## src/rtl/lfrr_pkg.sv

```systemverilog
// ----------------------------------------------------------------------------
// lfrr_pkg
// Shared constants, codes and types of the length-framed response receiver.
// ----------------------------------------------------------------------------
`default_nettype none

package lfrr_pkg;

    // frame geometry
    localparam int HEADER_BYTES    = 6;
    localparam int MAX_FRAME_BYTES = 256;
    localparam int PAYLOAD_DEPTH   = MAX_FRAME_BYTES - HEADER_BYTES;
    localparam int LEN_HI_POS      = 4;
    localparam int LEN_LO_POS      = 5;
    localparam int TYPE_POS        = 1;
    localparam int ID_POS          = 2;

    // widths
    localparam int POS_W   = $clog2(MAX_FRAME_BYTES + 1);
    localparam int HDR_W   = $clog2(HEADER_BYTES);
    localparam int LEN_W   = 16;
    localparam int SUM_W   = LEN_W + 1;
    localparam int IDX_W   = (POS_W > 9) ? POS_W : 9;
    localparam int LANES   = 4;
    localparam int PAY_ROWS = (PAYLOAD_DEPTH + LANES - 1) / LANES;
    localparam int ROW_W   = (PAY_ROWS > 1) ? $clog2(PAY_ROWS) : 1;
    localparam int BANK_DEPTH = 1 << ROW_W;

    // nack signature
    localparam logic [7:0] NACK_TYPE = 8'h00;
    localparam logic [7:0] NACK_ID   = 8'h02;

    // register reset values
    localparam logic [7:0]       START_BYTE_RST = 8'd254;
    localparam logic [7:0]       END_BYTE_RST   = 8'd253;
    localparam logic [LEN_W-1:0] TIMEOUT_RST    = 16'd200;

    // commands
    localparam logic [1:0] CMD_ARM  = 2'd0;
    localparam logic [1:0] CMD_BYTE = 2'd1;
    localparam logic [1:0] CMD_TICK = 2'd2;
    localparam logic [1:0] CMD_READ = 2'd3;

    // read sizes
    localparam logic [1:0] RD_SZ_1B = 2'd0;
    localparam logic [1:0] RD_SZ_2B = 2'd1;
    localparam logic [1:0] RD_SZ_4B = 2'd2;

    // result status codes
    localparam logic [2:0] ST_ACK      = 3'd0;
    localparam logic [2:0] ST_NACK     = 3'd1;
    localparam logic [2:0] ST_TIMEOUT  = 3'd2;
    localparam logic [2:0] ST_OVERFLOW = 3'd3;
    localparam logic [2:0] ST_READ_OK  = 3'd4;
    localparam logic [2:0] ST_READ_BAD = 3'd5;

    // configuration register indexes
    localparam logic [1:0] CFG_START   = 2'd0;
    localparam logic [1:0] CFG_END     = 2'd1;
    localparam logic [1:0] CFG_TIMEOUT = 2'd2;

    // payload store write request
    typedef struct packed {
        logic             en;
        logic [IDX_W-1:0] off;
        logic [7:0]       data;
    } t_pay_wr;

    // payload store read request
    typedef struct packed {
        logic       en;
        logic [7:0] index;
        logic [1:0] size;
    } t_pay_rd;

endpackage

`default_nettype wire

```

## src/rtl/length_framed_response_receiver_unit.sv

```systemverilog
// ----------------------------------------------------------------------------
// length_framed_response_receiver_unit
// Receives one length-framed response from a serial byte stream.
// A result is registered in the result stage, then in the output
// register. Throughput: one item per cycle while the output is not
// stalled; the payload banks take one write or one read per item and
// the result stage holds the bank read data.
// Reset: synchronous active low; idle, registers at default values, no
// clearing pass, payload and header contents undefined until written.
// ----------------------------------------------------------------------------
`default_nettype none

module length_framed_response_receiver_unit (
    input  wire logic        i_clk,
    input  wire logic        i_rst_n,
    // input item channel
    input  wire logic        i_in_valid,
    output logic             o_in_ready,
    input  wire logic [1:0]  i_command,
    input  wire logic [7:0]  i_data_byte,
    input  wire logic [7:0]  i_read_index,
    input  wire logic [1:0]  i_read_size,
    // result channel
    output logic             o_out_valid,
    input  wire logic        i_out_ready,
    output logic      [2:0]  o_status,
    output logic      [7:0]  o_frame_type,
    output logic      [7:0]  o_frame_id,
    output logic      [15:0] o_payload_length,
    output logic      [31:0] o_read_value,
    // configuration channel
    input  wire logic        i_cfg_valid,
    output logic             o_cfg_ready,
    input  wire logic [1:0]  i_cfg_index,
    input  wire logic [15:0] i_cfg_data
);

    localparam int HB = lfrr_pkg::HEADER_BYTES;

    // configuration registers
    logic [7:0]                 r_start_byte;
    logic [7:0]                 r_end_byte;
    logic [lfrr_pkg::LEN_W-1:0] r_timeout;

    // receive state
    logic                       r_receiving, n_receiving;
    logic [lfrr_pkg::POS_W-1:0] r_pos, n_pos;
    logic [lfrr_pkg::LEN_W-1:0] r_len, n_len;
    logic [lfrr_pkg::LEN_W-1:0] r_ticks, n_ticks;
    logic [7:0]                 r_header [HB];

    // result stage holding the bank read
    logic                       r_s1_valid;
    logic [2:0]                 r_s1_status;
    logic [7:0]                 r_s1_type;
    logic [7:0]                 r_s1_id;
    logic [lfrr_pkg::LEN_W-1:0] r_s1_len;
    logic                       r_s1_rd_ok;

    // output register
    logic                       r_out_valid;
    logic [2:0]                 r_out_status;
    logic [7:0]                 r_out_type;
    logic [7:0]                 r_out_id;
    logic [lfrr_pkg::LEN_W-1:0] r_out_len;
    logic [31:0]                r_out_value;

    // stage-0 decode
    logic                       w_in_fire;
    logic                       w_s1_move;
    logic                       w_res_valid;
    logic [2:0]                 w_res_status;
    logic                       w_res_fields;
    logic                       w_res_rd_ok;
    logic                       w_hdr_we;
    logic [lfrr_pkg::POS_W-1:0] w_pos;
    logic [lfrr_pkg::POS_W-1:0] w_pos_inc;
    logic [lfrr_pkg::POS_W-1:0] w_off;
    logic [lfrr_pkg::SUM_W-1:0] w_frame_end;
    logic [lfrr_pkg::SUM_W-1:0] w_rd_last;
    logic [1:0]                 w_nm1;
    lfrr_pkg::t_pay_wr          w_wr;
    lfrr_pkg::t_pay_rd          w_rd;
    logic [31:0]                w_pay_value;

    // handshakes
    assign o_cfg_ready = 1'b1;
    assign w_s1_move   = r_s1_valid && (!r_out_valid || i_out_ready);
    assign o_in_ready  = !r_s1_valid || w_s1_move;
    assign w_in_fire   = i_in_valid && o_in_ready;

    // configuration writes
    always_ff @(posedge i_clk) begin
        if (!i_rst_n) begin
            r_start_byte <= lfrr_pkg::START_BYTE_RST;
            r_end_byte   <= lfrr_pkg::END_BYTE_RST;
            r_timeout    <= lfrr_pkg::TIMEOUT_RST;
        end else if (i_cfg_valid) begin
            case (i_cfg_index)
                lfrr_pkg::CFG_START:   r_start_byte <= i_cfg_data[7:0];
                lfrr_pkg::CFG_END:     r_end_byte   <= i_cfg_data[7:0];
                lfrr_pkg::CFG_TIMEOUT: r_timeout    <= i_cfg_data;
                default:               ;
            endcase
        end
    end

    // byte position arithmetic
    assign w_pos       = (i_data_byte == r_start_byte) ? '0 : r_pos;
    assign w_pos_inc   = w_pos + 1'b1;
    assign w_off       = w_pos - lfrr_pkg::POS_W'(HB);
    assign w_frame_end = lfrr_pkg::SUM_W'(HB) + lfrr_pkg::SUM_W'(r_len);
    assign w_rd_last   = lfrr_pkg::SUM_W'(i_read_index) + lfrr_pkg::SUM_W'(w_nm1);

    // last byte offset of a read
    always_comb begin
        case (i_read_size)
            lfrr_pkg::RD_SZ_1B: w_nm1 = 2'd0;
            lfrr_pkg::RD_SZ_2B: w_nm1 = 2'd1;
            default:            w_nm1 = 2'd3;
        endcase
    end

    // command decode and next state
    always_comb begin
        n_receiving  = r_receiving;
        n_pos        = r_pos;
        n_len        = r_len;
        n_ticks      = r_ticks;
        w_res_valid  = 1'b0;
        w_res_status = lfrr_pkg::ST_ACK;
        w_res_fields = 1'b0;
        w_res_rd_ok  = 1'b0;
        w_hdr_we     = 1'b0;
        w_wr.en      = 1'b0;
        w_wr.off     = lfrr_pkg::IDX_W'(w_off);
        w_wr.data    = i_data_byte;
        w_rd.en      = 1'b0;
        w_rd.index   = i_read_index;
        w_rd.size    = i_read_size;
        if (w_in_fire) begin
            case (i_command)
                lfrr_pkg::CMD_ARM: begin
                    n_receiving = 1'b1;
                    n_pos       = '0;
                    n_len       = '0;
                    n_ticks     = r_timeout;
                end
                lfrr_pkg::CMD_BYTE: begin
                    if (r_receiving) begin
                        // store into header or payload
                        if (w_pos < lfrr_pkg::POS_W'(HB)) begin
                            w_hdr_we = 1'b1;
                            if (w_pos == lfrr_pkg::POS_W'(lfrr_pkg::LEN_LO_POS)) begin
                                n_len = {r_header[lfrr_pkg::LEN_HI_POS], i_data_byte};
                            end
                        end else if (lfrr_pkg::SUM_W'(w_off) < lfrr_pkg::SUM_W'(r_len) &&
                                     w_off < lfrr_pkg::POS_W'(lfrr_pkg::PAYLOAD_DEPTH)) begin
                            w_wr.en = 1'b1;
                        end
                        // frame close, else advance and check size
                        if (i_data_byte == r_end_byte &&
                            lfrr_pkg::SUM_W'(w_pos) == w_frame_end) begin
                            n_receiving  = 1'b0;
                            w_res_valid  = 1'b1;
                            w_res_fields = 1'b1;
                            w_res_status =
                                (r_header[lfrr_pkg::TYPE_POS] == lfrr_pkg::NACK_TYPE &&
                                 r_header[lfrr_pkg::ID_POS] == lfrr_pkg::NACK_ID)
                                ? lfrr_pkg::ST_NACK : lfrr_pkg::ST_ACK;
                        end else begin
                            n_pos = w_pos_inc;
                            if (w_pos_inc >= lfrr_pkg::POS_W'(lfrr_pkg::MAX_FRAME_BYTES)) begin
                                n_receiving  = 1'b0;
                                w_res_valid  = 1'b1;
                                w_res_status = lfrr_pkg::ST_OVERFLOW;
                            end
                        end
                    end
                end
                lfrr_pkg::CMD_TICK: begin
                    if (r_receiving) begin
                        if (r_ticks <= lfrr_pkg::LEN_W'(1)) begin
                            n_ticks      = '0;
                            n_receiving  = 1'b0;
                            w_res_valid  = 1'b1;
                            w_res_status = lfrr_pkg::ST_TIMEOUT;
                        end else begin
                            n_ticks = r_ticks - 1'b1;
                        end
                    end
                end
                default: begin
                    // payload read, always answered
                    w_rd.en      = 1'b1;
                    w_res_valid  = 1'b1;
                    w_res_fields = 1'b1;
                    if (i_read_size != lfrr_pkg::RD_SZ_1B &&
                        i_read_size != lfrr_pkg::RD_SZ_2B &&
                        i_read_size != lfrr_pkg::RD_SZ_4B) begin
                        w_res_status = lfrr_pkg::ST_READ_BAD;
                    end else if (lfrr_pkg::SUM_W'(r_len) > w_rd_last) begin
                        w_res_status = lfrr_pkg::ST_READ_OK;
                        w_res_rd_ok  = 1'b1;
                    end else begin
                        w_res_status = lfrr_pkg::ST_READ_BAD;
                    end
                end
            endcase
        end
    end

    // receive state registers
    always_ff @(posedge i_clk) begin
        if (!i_rst_n) begin
            r_receiving <= 1'b0;
            r_pos       <= '0;
            r_len       <= '0;
            r_ticks     <= '0;
        end else begin
            r_receiving <= n_receiving;
            r_pos       <= n_pos;
            r_len       <= n_len;
            r_ticks     <= n_ticks;
        end
    end

    // header bytes
    always_ff @(posedge i_clk) begin
        if (w_hdr_we) begin
            r_header[w_pos[lfrr_pkg::HDR_W-1:0]] <= i_data_byte;
        end
    end

    // payload banks
    lfrr_payload_store u_payload (
        .i_clk   (i_clk),
        .i_wr    (w_wr),
        .i_rd    (w_rd),
        .o_value (w_pay_value)
    );

    // result stage control
    always_ff @(posedge i_clk) begin
        if (!i_rst_n) begin
            r_s1_valid <= 1'b0;
        end else if (o_in_ready) begin
            r_s1_valid <= w_in_fire && w_res_valid;
        end
    end

    // result stage payload
    always_ff @(posedge i_clk) begin
        if (w_in_fire) begin
            r_s1_status <= w_res_status;
            r_s1_type   <= w_res_fields ? r_header[lfrr_pkg::TYPE_POS] : 8'h00;
            r_s1_id     <= w_res_fields ? r_header[lfrr_pkg::ID_POS] : 8'h00;
            r_s1_len    <= w_res_fields ? r_len : '0;
            r_s1_rd_ok  <= w_res_rd_ok;
        end
    end

    // output register control
    always_ff @(posedge i_clk) begin
        if (!i_rst_n) begin
            r_out_valid <= 1'b0;
        end else if (w_s1_move) begin
            r_out_valid <= 1'b1;
        end else if (i_out_ready) begin
            r_out_valid <= 1'b0;
        end
    end

    // output register payload
    always_ff @(posedge i_clk) begin
        if (w_s1_move) begin
            r_out_status <= r_s1_status;
            r_out_type   <= r_s1_type;
            r_out_id     <= r_s1_id;
            r_out_len    <= r_s1_len;
            r_out_value  <= r_s1_rd_ok ? w_pay_value : 32'h0;
        end
    end

    assign o_out_valid      = r_out_valid;
    assign o_status         = r_out_status;
    assign o_frame_type     = r_out_type;
    assign o_frame_id       = r_out_id;
    assign o_payload_length = r_out_len;
    assign o_read_value     = r_out_value;

    // payload is only written during a receive
    a_wr_receiving: assert property (@(posedge i_clk) disable iff (!i_rst_n)
        w_wr.en |-> r_receiving)
        else $error("payload write while idle");

    // a stalled result stage keeps its transfer
    a_s1_hold: assert property (@(posedge i_clk) disable iff (!i_rst_n)
        (r_s1_valid && !w_s1_move) |=> (r_s1_valid && $stable(r_s1_status)))
        else $error("result stage lost a pending transfer");

    // every accepted read produces a result
    a_read_result: assert property (@(posedge i_clk) disable iff (!i_rst_n)
        (w_in_fire && i_command == lfrr_pkg::CMD_READ) |=> r_s1_valid)
        else $error("read without result");

    // bank read data is never replaced while it is still needed
    a_no_read_on_stall: assert property (@(posedge i_clk) disable iff (!i_rst_n)
        (r_s1_valid && !w_s1_move) |-> !w_rd.en)
        else $error("bank read while result stage stalled");

    // position never passes the frame limit
    a_pos_range: assert property (@(posedge i_clk) disable iff (!i_rst_n)
        r_pos <= lfrr_pkg::POS_W'(lfrr_pkg::MAX_FRAME_BYTES))
        else $error("byte position out of range");

endmodule

`default_nettype wire

```

## src/rtl/lfrr_ram.sv

```systemverilog
// ----------------------------------------------------------------------------
// lfrr_ram
// Generic single-write, single-read RAM with a registered read port.
// ----------------------------------------------------------------------------
`default_nettype none

module lfrr_ram #(
    parameter int WIDTH = 8,
    parameter int DEPTH = 64
) (
    input  wire logic                     i_clk,
    input  wire logic                     i_we,
    input  wire logic [$clog2(DEPTH)-1:0] i_waddr,
    input  wire logic [WIDTH-1:0]         i_wdata,
    input  wire logic                     i_re,
    input  wire logic [$clog2(DEPTH)-1:0] i_raddr,
    output logic      [WIDTH-1:0]         o_rdata
);

    logic [WIDTH-1:0] r_mem [DEPTH];

    // write port
    always_ff @(posedge i_clk) begin
        if (i_we) begin
            r_mem[i_waddr] <= i_wdata;
        end
    end

    // registered read port, holds while not enabled
    always_ff @(posedge i_clk) begin
        if (i_re) begin
            o_rdata <= r_mem[i_raddr];
        end
    end

endmodule

`default_nettype wire

```

## src/rtl/lfrr_payload_store.sv

```systemverilog
// ----------------------------------------------------------------------------
// lfrr_payload_store
// Payload byte store in four interleaved banks, so that a 1, 2 or 4 byte
// big-endian value is read at any byte offset in a single access.
// ----------------------------------------------------------------------------
`default_nettype none

module lfrr_payload_store (
    input  wire logic             i_clk,
    input  wire lfrr_pkg::t_pay_wr i_wr,
    input  wire lfrr_pkg::t_pay_rd i_rd,
    output logic      [31:0]      o_value
);

    logic [7:0]                 w_q     [lfrr_pkg::LANES];
    logic [lfrr_pkg::IDX_W-1:0] r_base;
    logic [1:0]                 r_size;
    logic [7:0]                 w_byte  [lfrr_pkg::LANES];

    // one bank per low offset bit pair
    for (genvar j = 0; j < lfrr_pkg::LANES; j++) begin : g_bank
        logic [1:0]                 w_k;
        logic [lfrr_pkg::IDX_W-1:0] w_addr;

        assign w_k    = 2'(j) - i_rd.index[1:0];
        assign w_addr = lfrr_pkg::IDX_W'(i_rd.index) + lfrr_pkg::IDX_W'(w_k);

        lfrr_ram #(
            .WIDTH (8),
            .DEPTH (lfrr_pkg::BANK_DEPTH)
        ) u_bank (
            .i_clk   (i_clk),
            .i_we    (i_wr.en && (i_wr.off[1:0] == 2'(j))),
            .i_waddr (i_wr.off[lfrr_pkg::ROW_W+1:2]),
            .i_wdata (i_wr.data),
            .i_re    (i_rd.en),
            .i_raddr (w_addr[lfrr_pkg::ROW_W+1:2]),
            .o_rdata (w_q[j])
        );
    end

    // remember where the read started, aligned with the bank data
    always_ff @(posedge i_clk) begin
        if (i_rd.en) begin
            r_base <= lfrr_pkg::IDX_W'(i_rd.index);
            r_size <= i_rd.size;
        end
    end

    // pick each byte from its bank, bytes beyond the store read as zero
    always_comb begin
        logic [lfrr_pkg::IDX_W-1:0] v_idx;
        for (int k = 0; k < lfrr_pkg::LANES; k++) begin
            v_idx     = r_base + lfrr_pkg::IDX_W'(k);
            w_byte[k] = (v_idx < lfrr_pkg::IDX_W'(lfrr_pkg::PAYLOAD_DEPTH))
                        ? w_q[v_idx[1:0]] : 8'h00;
        end
    end

    // big-endian assembly
    always_comb begin
        case (r_size)
            lfrr_pkg::RD_SZ_1B: o_value = {24'h0, w_byte[0]};
            lfrr_pkg::RD_SZ_2B: o_value = {16'h0, w_byte[0], w_byte[1]};
            default:            o_value = {w_byte[0], w_byte[1], w_byte[2], w_byte[3]};
        endcase
    end

endmodule

`default_nettype wire
```

## config.mk

```make
export PLATFORM = sky130hd
export DESIGN_NAME = length_framed_response_receiver_unit
export DESIGN_NICKNAME = d
export VERILOG_FILES = /design/src/rtl/lfrr_pkg.sv /design/src/rtl/length_framed_response_receiver_unit.sv /design/src/rtl/lfrr_ram.sv /design/src/rtl/lfrr_payload_store.sv
export SDC_FILE = /design/constraint.sdc
export NUM_CORES = 2
export LEC_CHECK = 0
export CAP_MARGIN = 20
export CORE_UTILIZATION = 57
export DETAILED_ROUTE_END_ITERATION = 16
export DONT_BUFFER_PORTS = 1
export HOLD_SLACK_MARGIN = 0.06
export PLACE_DENSITY = 0.72
export REMOVE_ABC_BUFFERS = 1
export SLEW_MARGIN = 30
export SYNTH_ARGS = -nofsm -noshare
export SYNTH_HDL_FRONTEND = slang
export SYNTH_SLANG_ARGS = --single-unit
```

## constraint.sdc

```tcl
create_clock -name i_clk -period 11.7 [get_ports i_clk]
set_input_delay 1.17 -clock i_clk [delete_from_list [all_inputs] [get_ports i_clk]]
set_output_delay 1.17 -clock i_clk [all_outputs]
set_load 0.01 [all_outputs]
```

; Word level (Yosys, flattened, before mapping)
; Memories as Yosys holds them, arrays and structs flattened. A register that Yosys moved wholly into a read port is not among the register bits.
; Index checks and enable logic that the tools add are counted.
[totals]
reg_bits = 189
latch_bits = 0
ram_bits = 2096
romBits = 0
inputBits = 43
output_inout_bits = 70
word_cells = 197
memories = 5
[classes]
n_addsub = 16
multipliers = 0
div_mod_pow = 0
order_cmp = 14
n_eq_ne = 21
shift = 0
mux = 79
bitwise = 4
reduce_logical = 37
[memory_table]
columns = name, words, word_bits, rd, rd_ports_with_merged_regs, wr, line_no
row1 = u_payload.g_bank[0].u_bank.r_mem, 64, 8, 1, 1, 1, lfrr_ram.sv:20  ; logic [WIDTH-1:0] r_mem [DEPTH];
row2 = u_payload.g_bank[1].u_bank.r_mem, 64, 8, 1, 1, 1, lfrr_ram.sv:20
row3 = u_payload.g_bank[2].u_bank.r_mem, 64, 8, 1, 1, 1, lfrr_ram.sv:20
row4 = u_payload.g_bank[3].u_bank.r_mem, 64, 8, 1, 1, 1, lfrr_ram.sv:20
row5 = r_header, 6, 8, 3, 0, 1, length_framed_response_receiver_unit.sv:50  ; logic [7:0] r_header [HB];
[ops]
columns = op, n
row1 = $mux W8, 12
row2 = $mux W16, 5
row3 = $bmux W8 S2, 4
row4 = $pmux W16 S2, 2
row5 = $pmux W32 S2, 1
row6 = $mux W1, 41
row7 = $lt A9 B8 Y1 const B, 4
row8 = $add A8 B2 Y8, 4
row9 = $mux W9, 3
row10 = $add A8 B2 Y9 const B, 2
row11 = $pmux W9 S2, 1
row12 = $add A3 B16 Y17 const A, 1
row13 = $eq A9 B17 Y1, 1
row14 = $eq A8 B8 Y1, 2
row15 = $gt A16 B9 Y1, 1
row16 = $le A16 B1 Y1 const B, 1
row17 = $lt A9 B16 Y1, 1
row18 = $sub A16 B1 Y16 const B, 1
row19 = $ge A3 B3 Y1 const B, 4
row20 = $logic_and A1 B1 Y1, 12
row21 = $ne A2 B2 Y1 const B, 6
row22 = $not A2 Y3, 4
row23 = $eq A2 B1 Y1 const B, 5
row24 = $logic_not A2 Y1, 5
row25 = other kinds (30), 48

; Longest topological paths before layout
[depth]
ltp_word = 13
ltp_mapped = 18
mapped_depth_nobuf = 16

; Hierarchy
; Synthesis repeated with hierarchy kept, for this count alone.
[unflattened]
cells_unflattened = 4844
hier_area_um2 = 92668.9
[by_module_without_submodules]
columns = mod, n_inst, cells_each, area_each_um2, seq_area_each_um2
row1 = lfrr_ram, 4, 940, 20246.9, 15615.0
row2 = length_framed_response_receiver_unit, 1, 893, 9520.4, 5335.1
row3 = lfrr_payload_store, 1, 191, 2160.8, 300.3

; Worst setup path after synthesis
; No wires, ideal clock.
[synth_timing]
path_type = input -> register
from = in i_data_byte[2]
to = mem u_payload.g_bank[2].u_bank.r_mem[32][0], enable pin
setup_time_ns = 0.370
t_arrival_ns = 4.793
t_required_ns = 11.330
slack_ns = 6.537
stages = 18
path_buffers = 3
path_cell_list = xnor2_1 -> and4_1 -> nand2_1 -> clkbuf_1 -> nand2_1 -> inv_1 -> ha_1 -> clkbuf_1 -> xnor2_1 -> inv_1 -> ha_1 -> o21a_1 -> o21ai_0 -> a221oi_1 -> o21ai_1 -> nand3_1 -> buf_2 -> nor2_1
[synth_via]
elab_chain_cells = 13
word_cells_on_any_way = 16
classes_between = add/sub (1) / order compare (3) / eq/ne (2) / mux (8) / reduce/logical (2)
[synth_lines]
columns = element, line_no
row1 = "start, declared", length_framed_response_receiver_unit.sv:20  ; input wire logic [7:0] i_data_byte,
row2 = $eq A8 B8 Y1 (*), length_framed_response_receiver_unit.sv:109  ; assign w_pos = (i_data_byte == r_start_byte) ? '0 : r_pos;
row3 = $mux W9 (*), length_framed_response_receiver_unit.sv:109
row4 = $sub A9 B3 Y9, length_framed_response_receiver_unit.sv:111  ; assign w_off = w_pos - lfrr_pkg::POS_W'(HB);
row5 = $lt A9 B16 Y1 / $lt A9 B8 Y1 (equally long branches), "length_framed_response_receiver_unit.sv:157, length_framed_response_receiver_unit.sv:158"
row6 = $logic_and A1 B1 Y1, length_framed_response_receiver_unit.sv:157  ; end else if (lfrr_pkg::SUM_W'(w_off) < lfrr_pkg::SUM_W'(r_len) &&
row7 = $mux W1, length_framed_response_receiver_unit.sv:157
row8 = $mux W1, length_framed_response_receiver_unit.sv:152  ; if (w_pos < lfrr_pkg::POS_W'(HB)) begin
row9 = $mux W1, length_framed_response_receiver_unit.sv:150  ; if (r_receiving) begin
row10 = $mux W1, length_framed_response_receiver_unit.sv:142  ; case (i_command)
row11 = $mux W1, length_framed_response_receiver_unit.sv:141  ; if (w_in_fire) begin
row12 = $logic_and A1 B1 Y1, lfrr_payload_store.sv:33  ; .i_we (i_wr.en && (i_wr.off[1:0] == 2'(j))),
row13 = $mux W1, lfrr_ram.sv:24  ; if (i_we) begin
row14 = $mux W1 (implied by the code), lfrr_ram.sv:25  ; r_mem[i_waddr] <= i_wdata;
row15 = "end, declared", lfrr_ram.sv:20
; Every way passes the cells marked *; elsewhere a longest branch is shown, timed or not.

; Worst setup path in the final report
[layout_timing]
from = in i_data_byte[7]
to = mem u_payload.g_bank[1].u_bank.r_mem[17][5], enable pin
[layout_via]
elab_chain_cells = 13
word_cells_on_any_way = 16
classes_between = add/sub (1) / order compare (3) / eq/ne (2) / mux (8) / reduce/logical (2)
[layout_lines]
columns = element, line_no
row1 = $eq A8 B8 Y1 (*), length_framed_response_receiver_unit.sv:109
row2 = $mux W9 (*), length_framed_response_receiver_unit.sv:109
row3 = $sub A9 B3 Y9, length_framed_response_receiver_unit.sv:111
row4 = $lt A9 B16 Y1 / $lt A9 B8 Y1 (equally long branches), "length_framed_response_receiver_unit.sv:157, length_framed_response_receiver_unit.sv:158"
row5 = $logic_and A1 B1 Y1, length_framed_response_receiver_unit.sv:157
row6 = $mux W1, length_framed_response_receiver_unit.sv:157
row7 = $mux W1, length_framed_response_receiver_unit.sv:152
row8 = $mux W1, length_framed_response_receiver_unit.sv:150
row9 = $mux W1, length_framed_response_receiver_unit.sv:142
row10 = $mux W1, length_framed_response_receiver_unit.sv:141
row11 = $logic_and A1 B1 Y1, lfrr_payload_store.sv:33
row12 = $mux W1, lfrr_ram.sv:24
row13 = $mux W1 (implied by the code), lfrr_ram.sv:25
row14 = "end, declared", lfrr_ram.sv:20
; Marks and branches as above.

==> impl_metrics.tcl <==
set metrics [dict create \
    cts_setup_buffers 0 \
    gp_congestion 0.923 \
    ys_warn_count 0 \
    critPathLaunchType "input port" \
    hold_viol 0 \
    cts_tree "built" \
    post-route-drc-count 0 \
    holdBufCountCts 0 \
    hp-class "in2reg" \
    fp.dieH_microns 403 \
    rr_worst_depth 17 \
    grt_overflow 0 \
    syn2layout_area_growth_pct 10.6 \
    fillers 10400 \
    vdd_drop_max_uv 161 \
    dpl.hpwl_mm 141 \
    crit_fanout 262 \
    drt_iter0_markers 7576 \
    slew_viol_final 0 \
    die_x_microns 403 \
    tns_ns 0 \
    p_leak_nw 31.4 \
    vias_per_cell 6.78 \
    wl_mm 242 \
    antenna_found_initial 31 \
    synth_cell_types 85 \
    wl_per_cell_microns 34.1 \
    p_per_area_mw_per_mm2 172 \
    synth_edf_count 2217 \
    grt_setup_unrepaired "false" \
    grt_use_total 0.301 \
    cts_buffer_depth 3 \
    num_rows 146 \
    power_mw 17.4 \
    clk_latency_ns 0.85 \
    synth_seq_cells 2293 \
    seq_area_frac_synth 0.742 \
    syn_inst 4739 \
    fin_worst_hold_slack_ns 0.406 \
    fin_nets 4819 \
    clk_pin_slew_ns 0.06 \
    synth_area_sq_mm 0.0917 \
    endpoint_kind "flip-flop" \
    drive_gt1_frac 0.215 \
    vias 48100 \
    ctsResizeCount 0 \
    whs_path_depth 1 \
    cts_root_buf "clkbuf_16" \
    setup_viol 0 \
    grt_max_degree 263 \
    die_area_sq_mm 0.163 \
    slew_headroom 0.226 \
    synth_ff_type "edfxtp_1" \
    crit_arrival_ns 7.69 \
    critPathKind "in2reg" \
    start_util 0.576 \
    ys_async_sr_fraction 0 \
    cts.htree.levels 4 \
    status "finished clean" \
    tightestPinTransition_ns 1.16 \
    avgSynthCellArea_sq_um 19.4 \
    critical_path_required_ns 12.17 \
    max_freq_ghz 0.139 \
    io_pins 113 \
    period_minus_slack_ns 7.22 \
    cap_violations 0 \
    grt_first_pass_wirelength_mm 343 \
    skew_ns 0.0253 \
    cts_sinks 2293 \
    firstDrtPassIters 12 \
    grt_pass1_vias 45900 \
    io_buffers 0 \
    ant_nets 0 \
    core_sq_mm 0.159 \
    finalCritPeriodShare 0.617 \
    cts_buffers 213 \
]
-- logic make-up after synthesis --
family                   share of synthesized area
XOR/XNOR                                   0.00555
flip-flops                                   0.742
AND/OR/NAND/NOR                             0.0537
multiplexers                                 0.155
AO/OA/AOI/OAI                               0.0234
adder cells (fa/ha/maj)                    0.00595
buffers and inverters                       0.0139
other                                    0.0000409
-- metal layers --
layer	up-vias	routed length, microns	GRT usage	share of wire
met5	-	193	0	0.00080
met4	30	10300	0.126	0.043
met3	497	30200	0.0895	0.12
met2	3428	110000	0.441	0.45
met1	24800	91600	0.428	0.38
li1	19300	-	-	-
-- worst max-delay path: stages --
cell and delay, ns:
xnor2_1 0.47, and4_1 0.30, nand2_1 0.33, nand2_1 0.34, inv_1 0.14, ha_1 0.42, or3_1 0.48, nand2_1 0.11
a31oi_1 0.07, or2_2 0.34, ha_1 0.26, o21ai_0 0.19, a221oi_1 0.11, o21ai_1 0.44, nand3_2 0.82, buf_4 0.64
nor2_1 0.64
-- stage by stage --
| step | cells | utilization | setup WS, ns | area (sq um) |
|---|---|---|---|---|
| 2_1_floorplan | 4479 | - | -1.93 | 90600 |
| 3_3_place_gp | 6664 | 0.589 | 4.29 | 93800 |
| 3_5_place_dp | 6664 | 0.590 | 4.23 | 93800 |
| 4_1_cts | 7068 | 0.637 | 5.09 | 101000 |
| 5_1_grt | 7068 | 0.637 | 4.34 | 101000 |
| 6_report | 7095 | 0.638 | 4.48 | 101000 |
-- synthesized netlist by cell type (18+ instances only) --
master	n	area (sq um)
nor4_1	29	181
nand3_1	61	305
o21ai_0	48	240
edfxtp_1	2217	66600
nor3_1	47	235
buf_2	82	410
ha_1	42	526
dfxtp_1	76	1520
o22ai_1	21	131
a31oi_1	18	113
buf_1	45	169
nor2_1	351	1320
xnor2_1	31	272
xor2_1	22	193
nand2_1	291	1090
nor2b_1	21	131
and2_1	23	144
inv_1	42	158
nand2b_1	56	350
nand4_1	36	225
mux4_2	599	13500
a211oi_1	30	225
a21oi_1	95	475
and3_1	49	307
mux2i_1	64	641
clkbuf_1	124	465
-- state kept, by name, indices dropped and copies added (netlist names), 9 cells and up --
register                         count
r_timeout                           16
r_ticks                             16
r_pos                                9
u_payload.g_bank.u_bank.o_rdata     32
r_len                               16
o_payload_length                    16
o_read_value                        32
r_s1_len                            16
u_payload.g_bank.u_bank.r_mem     2048
r_header                            24
-- where the power goes --
| part | leakage (nW) | internal, mW | total, mW | switching [mW] |
|---|---|---|---|---|
| registers | 20.6 | 9.03 | 9.06 | 0.0271 |
| clock network | 3.56 | 4.27 | 7.37 | 3.09 |
| logic | 7.20 | 0.463 | 1.02 | 0.555 |
| total | 31.4 | 13.8 | 17.4 | 3.68 |
-- area by class of cell --
cell class	count	area (sq um)	share of cell area
Tap cell	2146	2690	0.0265
Clock inverter	163	1980	0.0195
Sequential cell	2293	68100	0.671
Timing Repair Buffer	39	309	0.00305
Clock buffer	241	5480	0.0540
Multi-Input combinational cell	2141	22700	0.223
Antenna cell	27	67.6	0.000666
Inverter	45	169	0.00167
-- final timing paths --
kind	start	end	slack [ns]
min	i_rst_n	r_timeout[7]	0.41
min reg2reg	r_s1_type[3]	o_frame_type[3]	0.42
max reg2reg	r_start_byte[1]	u_payload.g_bank[1].u_bank.r_mem[17][5]	5.14
max	i_data_byte[7]	u_payload.g_bank[1].u_bank.r_mem[17][5]	4.48
-- cell usage in the layout (no fill, tap or decap), types with 29 or more instances in the layout --
cell and count:
inv_1 42, nand3_1 57, nand4_1 36, bufinv_16 40
nor3_1 32, nor4_1 29, edfxtp_1 2217, nor2_1 349
and3_1 49, nand2_1 285, a211oi_1 30, nand2b_1 56
ha_1 39, clkbuf_16 215, clkinv_2 35, dfxtp_1 76
mux2i_1 64, o21ai_0 48, clkinvlp_4 30, clkinv_1 35
a21oi_1 94, mux4_2 599, buf_4 37
Note: power is estimated with default switching activity, not from simulation.
